[config.mk]
export PLATFORM = sky130hd
export DESIGN_NAME = ascii_can_frame_deframer_flat
export DESIGN_NICKNAME = d
export VERILOG_FILES = /design/src/hw/rtl/ascd_pkg.sv /design/src/hw/rtl/ascd_ifs.sv /design/src/hw/rtl/ascd_in_stage.sv /design/src/hw/rtl/ascd_parser.sv /design/src/hw/rtl/ascii_can_frame_deframer.sv /design/src/flat_wrapper.sv
export SDC_FILE = /design/constraint.sdc
export NUM_CORES = 1
export LEC_CHECK = 0
export BUFFER_PORTS_ARGS = -buffer_cell sky130_fd_sc_hd__buf_2
export CAP_MARGIN = 20
export CORE_MARGIN = 2
export CORE_UTILIZATION = 55
export DETAILED_ROUTE_END_ITERATION = 7
export PLACE_DENSITY = 0.84
export SLEW_MARGIN = 20
export SYNTH_ARGS = -nofsm -noshare
export SYNTH_HDL_FRONTEND = slang
export SYNTH_SLANG_ARGS = --single-unit
export TNS_END_PERCENT = 1
[constraint.sdc]
create_clock -name i_clk -period 11.09 [get_ports i_clk]
set_clock_uncertainty 0.05 [all_clocks]
set_input_delay 2.218 -clock i_clk [delete_from_list [all_inputs] [get_ports i_clk]]
set_output_delay 2.218 -clock i_clk [all_outputs]
set_load 0.1 [all_outputs]
[src/hw/rtl/ascd_pkg.sv]
`timescale 1ns / 1ps

package ascd_pkg;

    localparam logic [7:0] CH_STD  = 8'h74;
    localparam logic [7:0] CH_EXT  = 8'h54;
    localparam logic [7:0] CH_CR   = 8'h0D;
    localparam logic [7:0] CH_ZERO = 8'h30;
    localparam logic [7:0] CH_NINE = 8'h39;
    localparam logic [7:0] CH_UA   = 8'h41;
    localparam logic [7:0] CH_UF   = 8'h46;
    localparam logic [7:0] CH_LA   = 8'h61;
    localparam logic [7:0] CH_LF   = 8'h66;

    localparam logic [4:0] STD_ID_DIGITS = 5'd3;
    localparam logic [4:0] EXT_ID_DIGITS = 5'd8;
    localparam logic [3:0] STAMP_RESET   = 4'd4;

    typedef enum logic [1:0] {
        ST_OK     = 2'd0,
        ST_BADLEN = 2'd1,
        ST_NOCR   = 2'd2,
        ST_BADHEX = 2'd3
    } t_status;

    typedef enum logic [5:0] {
        PH_HUNT  = 6'b000001,
        PH_IDENT = 6'b000010,
        PH_LEN   = 6'b000100,
        PH_DATA  = 6'b001000,
        PH_STAMP = 6'b010000,
        PH_END   = 6'b100000
    } t_phase;

    typedef struct packed {
        logic       bad;
        logic [3:0] nib;
    } t_hex;

    function automatic t_hex hex_decode(logic [7:0] c);
        t_hex h;
        h.bad = 1'b0;
        h.nib = 4'd0;
        if (c >= CH_ZERO && c <= CH_NINE) begin
            h.nib = 4'(c - CH_ZERO);
        end else if (c >= CH_UA && c <= CH_UF) begin
            h.nib = 4'(c - CH_UA + 8'd10);
        end else if (c >= CH_LA && c <= CH_LF) begin
            h.nib = 4'(c - CH_LA + 8'd10);
        end else begin
            h.bad = 1'b1;
        end
        return h;
    endfunction

endpackage

[src/hw/rtl/ascd_ifs.sv]
`timescale 1ns / 1ps

interface ascd_char_if;
    logic       valid;
    logic       ready;
    logic [7:0] in_char;

    modport source (output valid, output in_char, input ready);
    modport sink (input valid, input in_char, output ready);
endinterface

interface ascd_frame_if;
    logic        valid;
    logic        ready;
    logic        frame_extended;
    logic [31:0] frame_ident;
    logic [3:0]  byte_count;
    logic [63:0] payload;
    logic [1:0]  status;

    modport source (output valid, output frame_extended, output frame_ident,
                    output byte_count, output payload, output status, input ready);
    modport sink (input valid, input frame_extended, input frame_ident,
                  input byte_count, input payload, input status, output ready);
endinterface

[src/hw/rtl/ascd_in_stage.sv]
`timescale 1ns / 1ps

module ascd_in_stage (
    input  logic          i_clk,
    input  logic          i_rst_n,
    ascd_char_if.sink     i_char,
    ascd_char_if.source   o_char
);

    logic       r_vld;
    logic       n_vld;
    logic [7:0] r_char;

    assign i_char.ready   = !r_vld || o_char.ready;
    assign o_char.valid   = r_vld;
    assign o_char.in_char = r_char;

    always_comb begin
        n_vld = r_vld;
        if (o_char.ready) begin
            n_vld = 1'b0;
        end
        if (i_char.valid && i_char.ready) begin
            n_vld = 1'b1;
        end
    end

    always_ff @(posedge i_clk) begin
        if (!i_rst_n) begin
            r_vld <= 1'b0;
        end else begin
            r_vld <= n_vld;
        end
    end

    always_ff @(posedge i_clk) begin
        if (i_char.valid && i_char.ready) begin
            r_char <= i_char.in_char;
        end
    end

endmodule

[src/hw/rtl/ascd_parser.sv]
`timescale 1ns / 1ps

module ascd_parser
    import ascd_pkg::*;
#(
    parameter int MAX_DATA_BYTES = 8
) (
    input  logic          i_clk,
    input  logic          i_rst_n,
    input  logic          i_cfg_we,
    input  logic [3:0]    i_cfg_data,
    ascd_char_if.sink     i_char,
    ascd_frame_if.source  o_frame
);

    localparam int         AccW     = 8 * MAX_DATA_BYTES;
    localparam logic [7:0] MaxChar  = 8'(CH_ZERO + MAX_DATA_BYTES);
    localparam logic [3:0] MaxBytes = 4'(MAX_DATA_BYTES);

    logic [3:0]      r_stamp;
    t_phase          r_phase,  n_phase;
    logic [4:0]      r_count,  n_count;
    logic            r_kind,   n_kind;
    logic [31:0]     r_ident,  n_ident;
    logic [3:0]      r_len,    n_len;
    logic [AccW-1:0] r_acc,    n_acc;
    logic            r_herr,   n_herr;

    logic            r_out_vld, n_out_vld;
    logic            r_out_kind;
    logic [31:0]     r_out_ident;
    logic [3:0]      r_out_count;
    logic [63:0]     r_out_data;
    t_status         r_out_status;

    logic            w_adv;
    logic            w_emit;
    t_status         w_status;
    logic [3:0]      w_len;
    logic [63:0]     w_data;
    logic [4:0]      w_inc;
    t_hex            w_hex;
    logic [7:0]      w_c;

    assign w_adv = i_char.valid && (!r_out_vld || o_frame.ready);
    assign i_char.ready = !r_out_vld || o_frame.ready;

    assign w_c   = i_char.in_char;
    assign w_hex = hex_decode(w_c);
    assign w_inc = r_count + 5'd1;

    always_comb begin
        n_phase  = r_phase;
        n_count  = r_count;
        n_kind   = r_kind;
        n_ident  = r_ident;
        n_len    = r_len;
        n_acc    = r_acc;
        n_herr   = r_herr;
        w_emit   = 1'b0;
        w_status = ST_OK;
        case (r_phase)
            PH_HUNT: begin
                if (w_c == CH_STD || w_c == CH_EXT) begin
                    n_kind  = (w_c == CH_EXT);
                    n_ident = '0;
                    n_len   = '0;
                    n_acc   = '0;
                    n_herr  = 1'b0;
                    n_count = '0;
                    n_phase = PH_IDENT;
                end
            end
            PH_IDENT: begin
                n_ident = {r_ident[27:0], w_hex.nib};
                n_herr  = r_herr | w_hex.bad;
                n_count = w_inc;
                if (w_inc >= (r_kind ? EXT_ID_DIGITS : STD_ID_DIGITS)) begin
                    n_count = '0;
                    n_phase = PH_LEN;
                end
            end
            PH_LEN: begin
                if (w_c >= CH_ZERO && w_c <= MaxChar) begin
                    n_len   = 4'(w_c - CH_ZERO);
                    n_count = '0;
                    if (n_len == 4'd0) begin
                        n_phase = (r_stamp == 4'd0) ? PH_END : PH_STAMP;
                    end else begin
                        n_phase = PH_DATA;
                    end
                end else begin
                    n_len    = '0;
                    w_emit   = 1'b1;
                    w_status = ST_BADLEN;
                end
            end
            PH_DATA: begin
                n_acc   = {r_acc[AccW-5:0], w_hex.nib};
                n_herr  = r_herr | w_hex.bad;
                n_count = w_inc;
                if (w_inc >= {r_len, 1'b0}) begin
                    n_count = '0;
                    n_phase = (r_stamp == 4'd0) ? PH_END : PH_STAMP;
                end
            end
            PH_STAMP: begin
                n_count = w_inc;
                if (w_inc >= {1'b0, r_stamp}) begin
                    n_count = '0;
                    n_phase = PH_END;
                end
            end
            PH_END: begin
                w_emit = 1'b1;
                if (w_c != CH_CR) begin
                    w_status = ST_NOCR;
                end else begin
                    w_status = r_herr ? ST_BADHEX : ST_OK;
                end
            end
            default: begin
                n_phase = PH_HUNT;
                n_count = '0;
            end
        endcase
        if (w_emit) begin
            n_phase = PH_HUNT;
            n_count = '0;
        end
    end

    always_comb begin
        w_len  = (w_status == ST_BADLEN) ? 4'd0 : r_len;
        w_data = '0;
        if (w_len != 4'd0) begin
            w_data = 64'(r_acc) << (7'd64 - {w_len, 3'b000});
        end
    end

    always_comb begin
        n_out_vld = r_out_vld;
        if (o_frame.ready) begin
            n_out_vld = 1'b0;
        end
        if (w_adv && w_emit) begin
            n_out_vld = 1'b1;
        end
    end

    always_ff @(posedge i_clk) begin
        if (!i_rst_n) begin
            r_stamp   <= STAMP_RESET;
            r_phase   <= PH_HUNT;
            r_count   <= '0;
            r_out_vld <= 1'b0;
        end else begin
            if (i_cfg_we) begin
                r_stamp <= i_cfg_data;
            end
            if (w_adv) begin
                r_phase <= n_phase;
                r_count <= n_count;
            end
            r_out_vld <= n_out_vld;
        end
    end

    always_ff @(posedge i_clk) begin
        if (w_adv) begin
            r_kind  <= n_kind;
            r_ident <= n_ident;
            r_len   <= n_len;
            r_acc   <= n_acc;
            r_herr  <= n_herr;
        end
        if (w_adv && w_emit) begin
            r_out_kind   <= r_kind;
            r_out_ident  <= r_ident;
            r_out_count  <= w_len;
            r_out_data   <= w_data;
            r_out_status <= w_status;
        end
    end

    assign o_frame.valid          = r_out_vld;
    assign o_frame.frame_extended = r_out_kind;
    assign o_frame.frame_ident    = r_out_ident;
    assign o_frame.byte_count     = r_out_count;
    assign o_frame.payload        = r_out_data;
    assign o_frame.status         = r_out_status;

    a_emit_phase: assert property (@(posedge i_clk) disable iff (!i_rst_n)
        (w_adv && w_emit) |-> (r_phase == PH_END || r_phase == PH_LEN))
        else $error("result raised outside length or end phase");

    a_emit_hunt: assert property (@(posedge i_clk) disable iff (!i_rst_n)
        (w_adv && w_emit) |=> (r_phase == PH_HUNT && r_count == 5'd0))
        else $error("parser did not return to hunting after a result");

    a_count_max: assert property (@(posedge i_clk) disable iff (!i_rst_n)
        r_out_vld |-> (r_out_count <= MaxBytes))
        else $error("byte count above maximum");

    a_badlen_empty: assert property (@(posedge i_clk) disable iff (!i_rst_n)
        (r_out_vld && r_out_status == ST_BADLEN) |->
            (r_out_count == 4'd0 && r_out_data == 64'd0))
        else $error("bad length result carries data");

    a_ident_count: assert property (@(posedge i_clk) disable iff (!i_rst_n)
        (r_phase == PH_IDENT) |-> (r_count < EXT_ID_DIGITS))
        else $error("identifier digit count overrun");

endmodule

[src/hw/rtl/ascii_can_frame_deframer.sv]
`timescale 1ns / 1ps

// Recovers CAN frames from the character stream of a serial-line CAN adapter
// ('t' standard, 'T' extended, hex identifier, length digit, hex data,
// stamp_chars skipped timestamp characters, carriage return). One character
// is taken per clock cycle, sustained while no result is stalled; the character
// that ends the frame passes the input register, then the parser, and its
// result is registered in the result register. A stalled result holds and lets
// one more character into the input register before i_char.ready drops.
// Write stamp_chars through i_cfg_we/i_cfg_data only while no frame is open.
module ascii_can_frame_deframer #(
    parameter int MAX_DATA_BYTES = 8
) (
    input  logic          i_clk,
    input  logic          i_rst_n,
    input  logic          i_cfg_we,
    input  logic [3:0]    i_cfg_data,
    ascd_char_if.sink     i_char,
    ascd_frame_if.source  o_frame
);

    ascd_char_if u_char_q ();

    ascd_in_stage u_in_stage (
        .i_clk   (i_clk),
        .i_rst_n (i_rst_n),
        .i_char  (i_char),
        .o_char  (u_char_q.source)
    );

    ascd_parser #(
        .MAX_DATA_BYTES (MAX_DATA_BYTES)
    ) u_parser (
        .i_clk      (i_clk),
        .i_rst_n    (i_rst_n),
        .i_cfg_we   (i_cfg_we),
        .i_cfg_data (i_cfg_data),
        .i_char     (u_char_q.sink),
        .o_frame    (o_frame)
    );

endmodule

[src/flat_wrapper.sv]
// flat-port wrapper written by rule: the top's interface ports become plain ports
module ascii_can_frame_deframer_flat 
#(
    parameter int MAX_DATA_BYTES = 8
)
  (i_clk, i_rst_n, i_cfg_we, i_cfg_data, i_char_valid, i_char_in_char, i_char_ready, o_frame_valid, o_frame_frame_extended, o_frame_frame_ident, o_frame_byte_count, o_frame_payload, o_frame_status, o_frame_ready);
  ascd_char_if i_char_i ();
  ascd_frame_if o_frame_i ();
  input  logic i_clk;
  input  logic i_rst_n;
  input  logic i_cfg_we;
  input  logic [3:0] i_cfg_data;
  input wire logic [$bits(i_char_i.valid)-1:0] i_char_valid;
  input wire logic [$bits(i_char_i.in_char)-1:0] i_char_in_char;
  output wire logic [$bits(i_char_i.ready)-1:0] i_char_ready;
  output wire logic [$bits(o_frame_i.valid)-1:0] o_frame_valid;
  output wire logic [$bits(o_frame_i.frame_extended)-1:0] o_frame_frame_extended;
  output wire logic [$bits(o_frame_i.frame_ident)-1:0] o_frame_frame_ident;
  output wire logic [$bits(o_frame_i.byte_count)-1:0] o_frame_byte_count;
  output wire logic [$bits(o_frame_i.payload)-1:0] o_frame_payload;
  output wire logic [$bits(o_frame_i.status)-1:0] o_frame_status;
  input wire logic [$bits(o_frame_i.ready)-1:0] o_frame_ready;
  assign i_char_i.valid = i_char_valid;
  assign i_char_i.in_char = i_char_in_char;
  assign i_char_ready = i_char_i.ready;
  assign o_frame_valid = o_frame_i.valid;
  assign o_frame_frame_extended = o_frame_i.frame_extended;
  assign o_frame_frame_ident = o_frame_i.frame_ident;
  assign o_frame_byte_count = o_frame_i.byte_count;
  assign o_frame_payload = o_frame_i.payload;
  assign o_frame_status = o_frame_i.status;
  assign o_frame_i.ready = o_frame_ready;
  ascii_can_frame_deframer #(.MAX_DATA_BYTES(MAX_DATA_BYTES)) u_core (.i_clk(i_clk), .i_rst_n(i_rst_n), .i_cfg_we(i_cfg_we), .i_cfg_data(i_cfg_data), .i_char(i_char_i), .o_frame(o_frame_i));
endmodule
# ---- After elaboration in Yosys (flattened, before gate mapping)
# Cells that the tools add are included.
dict set report op_classes {
  bitwise_logic 1
  order_cmp 10
  multipliers 0
  shifts 1
  div 0
  eq_ne 17
  addsub 7
  muxes 43
  n_reduce_logical 29
}
# op n
set ops {}
lappend ops {{$pmux 64 s2} 1}
lappend ops {{$mux 64} 1}
lappend ops {{$pmux 32 s2} 1}
lappend ops {{$shl 64x7->64} 1}
lappend ops {{$mux 6} 8}
lappend ops {{$pmux 6 s6} 1}
lappend ops {{$mux 32} 1}
lappend ops {{$mux 5} 6}
lappend ops {{$pmux 5 s6} 1}
lappend ops {{$mux 4} 7}
lappend ops {{$eq 8x7->1 const B} 2}
lappend ops {{$ge 8x7->1 const B} 2}
lappend ops {{$le 8x6->1 const B} 2}
lappend ops {{$le 8x7->1 const B} 2}
lappend ops {{$ne 3x3->1 const B} 5}
lappend ops {{$reduce_and 3->1} 5}
lappend ops {{$reduce_bool 2->1} 6}
lappend ops {{$sub 4x1->4 const B} 3}
lappend ops {{$ge 5x4->1} 2}
lappend ops {{$mux 1} 10}
lappend ops {{$add 4x4->4 const B} 2}
lappend ops {{$ge 8x6->1 const B} 1}
lappend ops {{$logic_not 4->1} 2}
lappend ops {{$ne 8x4->1 const B} 1}
lappend ops {{23 further kinds} 35}
dict set report totals {
  latchBits 0
  mem_bits_ro 0
  register_bits 230
  elab_cells 124
  mem_bits_rw 0
  output_inout_bits 105
  in_bits 17
  mem_count 0
}

# ---- Logic depth before layout (Yosys ltp)
# Gate-level depths: netlist of run 1.
dict set report logic_depth {
  ltp_word 8
  ltp_mapped 14
  depth_no_buf 11
}

# ---- By module
# A second synthesis of run 1 with hierarchy kept.
dict set report unflattened {
  hier_cells 727
  hier_area_um2 10342.4
}
# module cells_each seq_area_each_um2 instances area_per_inst_um2
set modules_own_cells {}
lappend modules_own_cells {ascd_parser 714 6476.2 1 10044.6}
lappend modules_own_cells {ascd_in_stage 13 260.2 1 297.8}

# ---- Worst setup path before layout of run 1
# OpenSTA, ideal clock, no wires.
dict set report synth_path {
  kind {input -> register}
  startpoint {input port o_frame_ready}
  endpoint {register u_core.u_parser.r_out_count[0] (netlist: u_core.u_parser.o_frame.byte_count[0]), enable pin}
  path_buffers 0
  t_arrival_ps 6732
  required_ps 10474
  path_slack_ps 3742
  stages 3
  setup_time_ps 566
  cell_sequence {nand2b_1 nand2_1 nor2_1}
}
dict set report synth_between {
  elab_chain_len 3
}
# element line_no
set synth_rtl {}
lappend synth_rtl {{start: declaration} flat_wrapper.sv:22} ;# input wire logic [$bits(o_frame_i.ready)-1:0] o_frame_ready;
lappend synth_rtl {{$logic_or 1x1->1} ascd_parser.sv:45} ;# assign w_adv = i_char.valid && (!r_out_vld || o_frame.ready);
lappend synth_rtl {{$logic_and 1x1->1} ascd_parser.sv:45}
lappend synth_rtl {{$logic_and 1x1->1} ascd_parser.sv:177} ;# if (w_adv && w_emit) begin
lappend synth_rtl {{end signal: assignment} ascd_parser.sv:180} ;# r_out_count <= w_len;
lappend synth_rtl {{end: declaration} ascd_parser.sv:32} ;# logic [3:0] r_out_count;
# Every way passes these cells.
# A chain may end at the register's enable or synchronous reset.

# ---- Final worst setup path of run 1
dict set report layout_path {
  startpoint {input port o_frame_ready}
  endpoint {output port i_char_ready}
}
dict set report layout_between {
  elab_chain_len 2
}
# element line_no
set layout_rtl {}
lappend layout_rtl {{$logic_or 1x1->1} ascd_parser.sv:46} ;# assign i_char.ready = !r_out_vld || o_frame.ready;
lappend layout_rtl {{$logic_or 1x1->1} ascd_in_stage.sv:14} ;# assign i_char.ready = !r_vld || o_char.ready;
lappend layout_rtl {{end: declaration} flat_wrapper.sv:15} ;# output wire logic [$bits(i_char_i.ready)-1:0] i_char_ready;
# Every way passes these cells.

==> results of run 1 <==
## stage by stage
step	area, um2	power [uW]	setup WS [ns]	cells
after floorplan	10400	974	3.74	753
after global placement	11200	981	5.97	1080
after detailed placement	11200	981	5.94	1080
after CTS	12000	1750	5.94	1124
after global routing	12000	1790	5.91	1125
final	12000	1740	5.95	1125
## how the worst min path moves through the flow
| stage | start | endpoint | cells after the start |
|---|---|---|---|
| floorplan | u_core.u_parser.r_ident[28] | u_core.u_parser.o_frame.frame_ident[28] | 0 |
| detailed placement | u_core.u_parser.r_ident[31] | u_core.u_parser.o_frame.frame_ident[31] | 0 |
| finish | u_core.u_parser.r_ident[31] | u_core.u_parser.o_frame.frame_ident[31] | 0 |
| global placement | u_core.u_parser.r_ident[31] | u_core.u_parser.o_frame.frame_ident[31] | 0 |
| global route | u_core.u_parser.r_ident[31] | u_core.u_parser.o_frame.frame_ident[31] | 0 |
| CTS | u_core.u_parser.r_ident[31] | u_core.u_parser.o_frame.frame_ident[31] | 0 |
## area by class of cell
cell class	count	area, um2
Clock buffer	28	616
Clock inverter	16	156
Fill cell	1339	6570
Inverter	22	85.1
Multi-Input combinational cell	466	3450
Sequential cell	230	6740
Tap cell	234	293
Timing Repair Buffer	129	666
## sequential cells by signal (all words and copies together), names as in the netlist, 4 cells and up
| signal | cells |
|---|---|
| u_core.u_parser.o_frame.frame_ident | 32 |
| u_core.u_parser.r_len | 4 |
| u_core.u_parser.r_count | 5 |
| u_core.u_parser.r_acc | 64 |
| u_core.u_in_stage.o_char.in_char | 8 |
| u_core.u_parser.o_frame.byte_count | 4 |
| u_core.u_parser.r_ident | 32 |
| u_core.u_parser.r_phase | 6 |
| u_core.u_parser.o_frame.payload | 64 |
| u_core.u_parser.r_stamp | 4 |
## logic make-up after synthesis
family	share of synthesized area
and+or+nand+nor	0.148
DFF	0.649
AOI/OAI and AO/OA	0.0690
muxes	0.0842
buffers and inverters	0.0235
adders and majority gates	0.0203
xor gates and xnor gates	0.00579
## power breakdown
part	switching [uW]	internal (uW)
Sequential	4.18	938
Clock	329	449
Combinational	11.6	8.68
## metal layers
metal,part of all wire,vias to the layer above
met5,0,-
met4,0.024,0
met3,0.066,37
met2,0.48,268
met1,0.43,3221
li1,-,3044
## cells in the final DEF (no fill, tap or decap), types with 16 or more instances in the layout
cell,instances
sky130_fd_sc_hd__a22o_1,17
sky130_fd_sc_hd__ha_1,16
sky130_fd_sc_hd__inv_1,20
sky130_fd_sc_hd__nand2_1,48
sky130_fd_sc_hd__and2_1,116
sky130_fd_sc_hd__dfxtp_1,17
sky130_fd_sc_hd__buf_2,121
sky130_fd_sc_hd__nor2_1,39
sky130_fd_sc_hd__a21oi_1,18
sky130_fd_sc_hd__nand3_1,27
sky130_fd_sc_hd__edfxtp_1,213
sky130_fd_sc_hd__clkbuf_16,24
sky130_fd_sc_hd__mux2i_1,49
==> reports/metrics.yaml, run 1 <==
cp_data_arrival_time_ns: 2.87
unrepaired_setup_endpoints_after_global_routing: "false"
worst_skew_pair.late_latency_ns: 0.51
count_of_flip_flops_with_a_built_in_enable_after_synthesis: 213
worstSetupEndpoint: "i_char_ready"
run_status: "finished, final reports clean"
ys.warnings.count: 0
cts-root-to-sink-buffers: 3
postRouteWirelength_um: 21400
die_y_um: 141
global_route_wire_length_before_repair_um: 33000
pin_count_of_the_biggest_net_entering_global_routing: 65
route.detailed.vias_per_inst: 5.84
timing.critical_path.mode_cell: "sky130_fd_sc_hd__buf_2"
power.leakage_uw: 0.00453
cellPowerDensity_nw_per_um2: 145
overflow: 0
post_synthesis_area_per_instance_um2: 13.8
routed-via-count: 6570
distinct_cell_type_count_of_the_synthesized_netlist: 58
worst_path_max_delay_cell: "sky130_fd_sc_hd__buf_2"
cts_inserted_buffers: 24
synth_seq_area_share: 0.649
die_width_um: 141
port_buffers: 121
drt_pre_antenna_iters: 8
yosys_register_bits: 230
setup_total_negative_slack_ns: 0
rr_worst_depth: 9
hold_class: "flip-flop to flip-flop"
endpoint_kind: "primary output"
syn_area_um2: 10400
num_antenna_cells: 0
final.min_clock_period_ns: 5.14
beginning_of_the_worst_register_to_register_path: "u_core.u_in_stage.o_char.in_char[2]"
drt_iter0_markers: 589
cts_setup_buffers: 0
worst_slew_pin_slew_ns: 1.03
root_buffer: "sky130_fd_sc_hd__clkbuf_16"
route.antenna.remaining_nets: 0
crit_family: "buffers and inverters"
cts_max_level: 1
tritoncts: "done"
cp_slowest_stage_delay_ns: 0.44
crit_fanout: 3
worstSetupStartpoint: "o_frame_ready"
grtUsageMet1: 0.295
mappedNetlistNets: 786
grt_most_used_layer: "met2"
worstSetupStartpointType: "input port"
ctsHoldBuffers: 0
r2r_end: "u_core.u_parser.o_frame.payload[42]"
netlist.area_leader.share: 0.616
worst_path_cell_chain: "buf_2 > nand3b_1 > buf_2"
gpl.final_weighted_congestion: 0.825
maxCapViolCount: 0
netlist_top_cells_count: "sky130_fd_sc_hd__edfxtp_1 (213), sky130_fd_sc_hd__and2_1 (116), sky130_fd_sc_hd__mux2i_1 (49)"
netlist_instances: 753
flow.area_growth_from_synthesis_pct: 15.7
synth_area_leaders: "sky130_fd_sc_hd__edfxtp_1 (62%), sky130_fd_sc_hd__and2_1 (7.0%), sky130_fd_sc_hd__mux2i_1 (4.7%), sky130_fd_sc_hd__dfxtp_1 (3.3%), sky130_fd_sc_hd__mux4_2 (2.8%)"
globalRouteMet2Util: 0.340
share_of_layout_cells_above_drive_strength_1: 0.229
worst-path-buf-inv: 2
dominantRegCellSynth: "sky130_fd_sc_hd__edfxtp_1"
asyncSetResetFlopFracSynth: 0
clkTransAtPathRegs_ns: 0.06
yosysMostFrequentCell: "sky130_fd_sc_hd__edfxtp_1"
initial_core_util: 0.559
grt_util_met3: 0.0317
finalSetupViolations: 0
layout_worst_path_cycle_share: 0.464
cts_repair_resize_count: 0
io-pin-count: 122
remaining_drc_errors: 0
initial_antenna_violation_count: 0
fp.dieArea_um2: 20000
number_of_global_route_vias_before_repair: 6239
finalNetCount: 906
worst-r2r-setup-slack_ns: 7.08
slew_headroom: 0.309
final_core_util: 0.646
timing.fmax_ghz: 0.194
synth.largest_area_cell: "sky130_fd_sc_hd__edfxtp_1"
hold_violations: 0
fp.coreArea_um2: 18600
cts.sink_count: 230
worst-path-stages: 3
setup.worst_path.class: "input port to primary output"
drv_slew: 0
hold_slack_ns: 0.369
routed_wire_per_std_cell_um: 19.0
irDropWorstVdd_v: 0.000110
worst-endpoint-required_ns: 8.82
hpwl_um: 14100
grt_util_all_layers: 0.208
rows: 50
Note: power is estimated with default switching activity, not from simulation.
==> inputs of run 2 (changes only) <==
==> constraint.sdc (replaced) <==
create_clock -name i_clk -period 5.2 [get_ports i_clk]
set_clock_uncertainty 0.05 [all_clocks]
set_input_delay 1.04 -clock i_clk [delete_from_list [all_inputs] [get_ports i_clk]]
set_output_delay 1.04 -clock i_clk [all_outputs]
set_load 0.1 [all_outputs]
==> run 2 against run 1 <==
Net effect: sequential power grew 110%; sequential cell count is the same; final cell count is essentially flat; core utilization shrank 0.24 points; hold slack lost 0.0035 ns; non-clock buffer count grew 1; die area is the same; highest routed layer unchanged.
==> reports/metrics.yaml, run 2 (same netlist as run 1, synthesis figures left out) <==
routed-via-count: 6670  # +1.5%
met2WireLength_um: 10100  # -0.96%
rows: 50  # unchanged
routed-wl-met3_um: 2000  # +43%
pin_count_of_the_biggest_net_entering_global_routing: 65  # unchanged
clkTransAtPathRegs_ns: 0.06  # about the same
hold_slack_ns: 0.365  # -0.00345 ns
beginning_of_the_worst_register_to_register_path: "u_core.u_in_stage.o_char.in_char[2]"
maxCapViolCount: 0  # unchanged
seqCellArea_um2: 6740  # unchanged
worstSetupStartpointType: "flip-flop"
initial_core_util: 0.559  # unchanged
finalNetCount: 907  # +0.11%
cts_setup_buffers: 0  # unchanged
setup_total_negative_slack_ns: 0  # unchanged
postRouteWirelength_um: 21700  # +1.5%
overflow: 0  # unchanged
flow.area_growth_from_synthesis_pct: 15.3
ctsHoldBuffers: 0  # unchanged
worst-r2r-setup-slack_ns: 1.23  # -5.85 ns
top_signal_layer_used: "met4"
setup.worst_path.class: "flip-flop to flip-flop"
global_route_wire_length_before_repair_um: 33800  # +2.5%
die_y_um: 141  # unchanged
cts-root-to-sink-buffers: 3  # unchanged
crit_fanout: 41  # +38
endpoint_kind: "flip-flop"
fill_cells: 1345  # +0.45%
combined_area_of_the_multi_input_logic_cells_um2: 3450  # unchanged
remaining_drc_errors: 0  # unchanged
finalSetupViolations: 0  # unchanged
gpl.final_weighted_congestion: 0.909  # +10%
worstSetupEndpoint: "u_core.u_parser.o_frame.payload[40]"
timing.fmax_ghz: 0.252
worst_skew_pair.late_latency_ns: 0.51  # about the same
cp_slowest_stage_delay_ns: 0.53  # +0.09 ns
cts_inserted_buffers: 24  # unchanged
share_of_layout_cells_above_drive_strength_1: 0.225  # -0.00424
drt_iter0_markers: 747  # +27%
route.detailed.vias_per_inst: 5.93  # +1.6%
cts_repair_resize_count: 0  # unchanged
route.antenna.remaining_nets: 0  # unchanged
io-pin-count: 122  # unchanged
worst_slew_pin_slew_ns: 1.03  # -0.0000483 ns
root_buffer: "sky130_fd_sc_hd__clkbuf_16"
worstSetupStartpoint: "u_core.u_in_stage.o_char.in_char[2]"
port_buffers: 121  # unchanged
mostFrequentLayoutCells: "sky130_fd_sc_hd__edfxtp_1 (213), sky130_fd_sc_hd__buf_2 (121), sky130_fd_sc_hd__and2_1 (116)"
design_power_total_uw: 3600  # +110%
final.min_clock_period_ns: 3.97
fp.dieArea_um2: 20000  # unchanged
hold_violations: 0  # unchanged
number_of_global_route_vias_before_repair: 6231  # -0.13%
cp_data_arrival_time_ns: 4.25  # +1.38 ns
initial_antenna_violation_count: 0  # unchanged
run_status: "finished, final reports clean"
hpwl_um: 14500  # +3.4%
hold_class: "flip-flop to flip-flop"
worst_path_max_delay_cell: "sky130_fd_sc_hd__edfxtp_1"
worst_path_cell_chain: "o31a_1 > o2111ai_2 > nand2_4 > ha_1 > o21bai_1 > a21oi_1 > o21ai_1 > nor2b_2 > buf_4 > nand2_1 > o221ai_1"
drt_pre_antenna_iters: 6  # -2
unrepaired_setup_endpoints_after_global_routing: "false"
cts.sink_count: 230  # unchanged
layout_commonest_cell: "sky130_fd_sc_hd__edfxtp_1"
slew_headroom: 0.309  # about the same
die_width_um: 141  # unchanged
tritoncts: "done"
grt_util_all_layers: 0.215  # +0.00619
num_antenna_cells: 0  # unchanged
irDropWorstVdd_v: 0.000246  # +120%
routed_wire_per_std_cell_um: 19.3  # +1.6%
worst-endpoint-required_ns: 5.48  # -3.34 ns
power.leakage_uw: 0.00450  # -0.55%
cts_max_level: 1  # unchanged
r2r_end: "u_core.u_parser.o_frame.payload[40]"
rr_worst_depth: 11  # +2
cellPowerDensity_nw_per_um2: 301  # +110%
drv_slew: 0  # unchanged
m1WireLength_um: 9070  # -2.0%
layout_worst_path_cycle_share: 0.764
fp.coreArea_um2: 18600  # unchanged
==> run 2: cell count changes in the layout (fill, tap and decap cells not counted), sizes merged <==
cell / delta
bufinv: -2
buf: +1
clkbuf: +1
inv: -1
==> run 2: per-layer routing <==
layer,GRT usage,up-vias
met4,0.0668,0
met5,0,-
met3,0.0348,36
met2,0.335,368
met1,0.314,3206
li1,-,3060
==> run 2: layout make-up <==
cell class / count / area share
Timing Repair Buffer: 130 / 0.0573
Clock inverter: 13 / 0.00554
Inverter: 22 / 0.00711
Multi-Input combinational cell: 466 / 0.289
Tap cell: 234 / 0.0245
Sequential cell: 230 / 0.563
Clock buffer: 29 / 0.0536
==> run 2: how the worst min path moves through the flow <==
stage	cells past startpoint	endpoint	slack, ns	from
after floorplan	0	u_core.u_parser.o_frame.frame_ident[28]	0.35	u_core.u_parser.r_ident[28]
after global placement	0	u_core.u_parser.o_frame.frame_ident[30]	0.35	u_core.u_parser.r_ident[30]
after detailed placement	0	u_core.u_parser.o_frame.frame_ident[28]	0.35	u_core.u_parser.r_ident[28]
after CTS	0	u_core.u_parser.o_frame.frame_ident[28]	0.37	u_core.u_parser.r_ident[28]
after global routing	0	u_core.u_parser.o_frame.frame_ident[28]	0.37	u_core.u_parser.r_ident[28]
final	0	u_core.u_parser.o_frame.frame_ident[28]	0.37	u_core.u_parser.r_ident[28]
==> run 2: critical path, delay by kind of cell, from the launching register on <==
family,cells,cell delay (ns)
flops,1,0.53
simple gates,3,0.82
compound gates,6,1.60
fa+ha+maj,1,0.44
buf+inv,1,0.34
==> run 2: where the power goes <==
part	switching, uW	internal (uW)	leakage [uW]
Combinational	25.4	18.7	0.00207
Clock	675	873	0.000342
Sequential	9.33	2000	0.00209
Total	710	2890	0.00450
==> run 2: stage by stage <==
| stage | setup WS [ns] | util | std cells | area [um2] |
|---|---|---|---|---|
| 4_1_cts | 1.14 | 0.643 | 1124 | 12000 |
| 2_1_floorplan | 0.0158 | - | 753 | 10400 |
| 6_report | 1.23 | 0.644 | 1124 | 12000 |
| 3_5_place_dp | 1.18 | 0.605 | 1082 | 11200 |
| 5_1_grt | 0.970 | 0.644 | 1124 | 12000 |
| 3_3_place_gp | 1.30 | 0.605 | 1082 | 11200 |
==> inputs of run 3 (changes only) <==
--- a/config.mk
+++ b/config.mk
@@ -8,7 +8,7 @@
 export BUFFER_PORTS_ARGS = -buffer_cell sky130_fd_sc_hd__buf_2
 export CAP_MARGIN = 20
 export CORE_MARGIN = 2
-export CORE_UTILIZATION = 55
+export CORE_UTILIZATION = 53
 export DETAILED_ROUTE_END_ITERATION = 7
 export PLACE_DENSITY = 0.84
 export SLEW_MARGIN = 20
==> constraint.sdc (replaced) <==
create_clock -name i_clk -period 3.4 [get_ports i_clk]
set_clock_uncertainty 0.05 [all_clocks]
set_input_delay 0.68 -clock i_clk [delete_from_list [all_inputs] [get_ports i_clk]]
set_output_delay 0.68 -clock i_clk [all_outputs]
set_load 0.1 [all_outputs]
==> run 3 against run 2 <==
Net effect: maximum frequency is 25% higher; combinational power is 68% higher; first-iteration DRC count is 2.5% lower; sequential share of layout area is 1.4 points lower; sequential cell count stayed put; non-clock buffer count is 10 higher; global-route usage is 0.37 points lower.
==> reports/metrics.yaml, run 3 (same netlist as run 1, synthesis figures left out) <==
run_status: "finished, final reports clean"
hold-path-cell-count: 1  # +1
overflow: 0  # unchanged
endpoint_kind: "flip-flop"
drv_slew: 0  # unchanged
cts.sink_count: 230  # unchanged
share_of_layout_cells_above_drive_strength_1: 0.241  # +0.0164
hold_class: "input port to flip-flop"
fp.coreArea_um2: 19300  # +4.1%
layout_commonest_cell: "sky130_fd_sc_hd__edfxtp_1"
worst-endpoint-required_ns: 3.66  # -1.82 ns
drt_iter0_markers: 728  # -2.5%
final.min_clock_period_ns: 3.17  # -0.806 ns
cellPowerDensity_nw_per_um2: 490  # +63%
hold_path.startpoint: "i_char_in_char[3]"
routed_wire_per_std_cell_um: 18.6  # -3.6%
cts_max_level: 1  # unchanged
cts_inserted_buffers: 25  # +4.2%
cp_data_arrival_time_ns: 3.43  # -0.82 ns
global_route_wire_length_before_repair_um: 34100  # +0.80%
irDropWorstVdd_v: 0.000389  # +58%
hold_violations: 0  # unchanged
power.leakage_uw: 0.00464  # +3.0%
route.antenna.remaining_nets: 0  # unchanged
sink_of_the_worst_hold_path: "u_core.u_in_stage.o_char.in_char[3]"
finalSetupViolations: 0  # unchanged
final_core_util: 0.635  # -0.00920
pin_count_of_the_biggest_net_entering_global_routing: 65  # unchanged
initial_core_util: 0.537  # -0.0218
cts_repair_resize_count: 1  # +1
maxCapViolCount: 0  # unchanged
worst-r2r-setup-slack_ns: 0.23  # -0.99 ns
remaining_drc_errors: 0  # unchanged
cts_setup_buffers: 0  # unchanged
drt_pre_antenna_iters: 5  # -1
grt_util_all_layers: 0.211  # -0.00372
final_area_um2: 12300  # +2.6%
rr_worst_depth: 11  # unchanged
worst_skew_pair.late_latency_ns: 0.53  # +0.02 ns
die_y_um: 144  # +1.8%
mostFrequentLayoutCells: "sky130_fd_sc_hd__edfxtp_1 (213), sky130_fd_sc_hd__buf_2 (121), sky130_fd_sc_hd__and2_1 (116)"
root_buffer: "sky130_fd_sc_hd__clkbuf_16"
hpwl_um: 14500  # about the same
worst_slew_pin_slew_ns: 1.05  # +0.0168 ns
flow.area_growth_from_synthesis_pct: 18.2
setup.worst_path.class: "flip-flop to flip-flop"
routed-via-count: 6768  # +1.5%
tritoncts: "done"
layout_worst_path_cycle_share: 0.931  # +0.167
worstSetupStartpointType: "flip-flop"
ctsHoldBuffers: 0  # unchanged
fp.dieArea_um2: 20700  # +3.7%
slew_headroom: 0.298  # -0.0113
beginning_of_the_worst_register_to_register_path: "u_core.u_in_stage.o_char.in_char[7]"
rows: 51  # +2.0%
crit_fanout: 8  # -80%
timing.fmax_ghz: 0.316  # +25%
route.detailed.vias_per_inst: 5.79  # -2.4%
fill_cells: 1397  # +3.9%
io-pin-count: 122  # unchanged
gpl.final_weighted_congestion: 0.868  # -4.5%
finalNetCount: 918  # +1.2%
unrepaired_setup_endpoints_after_global_routing: "false"
r2r_end: "u_core.u_parser.o_frame.payload[47]"
number_of_global_route_vias_before_repair: 6376  # +2.3%
port_buffers: 121  # unchanged
die_width_um: 144  # +1.8%
postPlaceCellArea_um2: 11400  # +1.1%
cts-root-to-sink-buffers: 3  # unchanged
hold_slack_ns: 0.274  # -0.0916 ns
clkTransAtPathRegs_ns: 0.06  # about the same
postRouteWirelength_um: 21700  # +0.30%
initial_antenna_violation_count: 0  # unchanged
num_antenna_cells: 0  # unchanged
## run 3: changes by cell type in the layout (fill, tap and decap cells not counted), moves of 2 or more
| cell | previous run | this run |
|---|---|---|
| sky130_fd_sc_hd__buf_4 | 8 | 17 |
| sky130_fd_sc_hd__bufinv_16 | 0 | 5 |
| sky130_fd_sc_hd__clkinv_1 | 7 | 3 |
| sky130_fd_sc_hd__inv_6 | 0 | 2 |
## run 3: how the worst max path moves through the flow
stage                     cells after the start  slack, ns                                  end                           startpoint
after floorplan                              10      -0.13  u_core.u_parser.o_frame.payload[54]           u_core.u_parser.r_phase[4]
after global placement                        9       0.18  u_core.u_parser.o_frame.payload[51]  u_core.u_in_stage.o_char.in_char[7]
after detailed placement                      9       0.01  u_core.u_parser.o_frame.payload[59]  u_core.u_in_stage.o_char.in_char[7]
after CTS                                    11        0.1  u_core.u_parser.o_frame.payload[46]  u_core.u_in_stage.o_char.in_char[7]
after global routing                         11       0.01  u_core.u_parser.o_frame.payload[48]  u_core.u_in_stage.o_char.in_char[7]
final                                        11       0.23  u_core.u_parser.o_frame.payload[47]  u_core.u_in_stage.o_char.in_char[7]
## run 3: final cells by class
type | instances | area (um2) | share of cell area
clock buffers | 30 | 644 | 0.0525
multi-input cells | 466 | 3460 | 0.282
well taps | 265 | 332 | 0.0270
clock inverters | 16 | 234 | 0.0191
inverters | 22 | 85.1 | 0.00693
repair buffers | 140 | 773 | 0.0630
flip-flops and latches | 230 | 6740 | 0.549
## run 3: power breakdown
| group | internal, uW | switching (uW) |
|---|---|---|
| Clock | 1750 | 1110 |
| Sequential | 3060 | 10.5 |
| Combinational | 31.1 | 43.1 |
| Total | 4840 | 1170 |
## run 3: layer usage
metal	vias to the layer above	wire [um]	part of all wire	global-route usage
met5	-	0	0	0
met4	0	574	0.026	0.0691
met3	37	1780	0.082	0.0410
met2	319	10300	0.48	0.335
met1	3334	9060	0.42	0.295
li1	3078	-	-	-
## run 3: critical path: stages, from the launching register on
cell and delay (ns):
sky130_fd_sc_hd__edfxtp_1 0.40, sky130_fd_sc_hd__nand4bb_1 0.35, sky130_fd_sc_hd__o2111ai_4 0.37, sky130_fd_sc_hd__nand2_1 0.14, sky130_fd_sc_hd__ha_1 0.29, sky130_fd_sc_hd__o21bai_1 0.19, sky130_fd_sc_hd__a21oi_1 0.14, sky130_fd_sc_hd__o21ai_1 0.12
sky130_fd_sc_hd__buf_4 0.19, sky130_fd_sc_hd__nor2b_2 0.14, sky130_fd_sc_hd__nand2_1 0.20, sky130_fd_sc_hd__o2bb2ai_1 0.36
## run 3: through the flow
step / worst slack, ns / instances / power [uW] / TNS, ns
finish: 0.234 / 1169 / 6010 / 0
detailed placement: 0.00987 / 1123 / 3200 / 0
global route: 0.0103 / 1169 / 6150 / 0
global placement: 0.176 / 1123 / 3200 / 0
floorplan: -0.130 / 753 / 3180 / -8.47
CTS: 0.0957 / 1169 / 6040 / 0
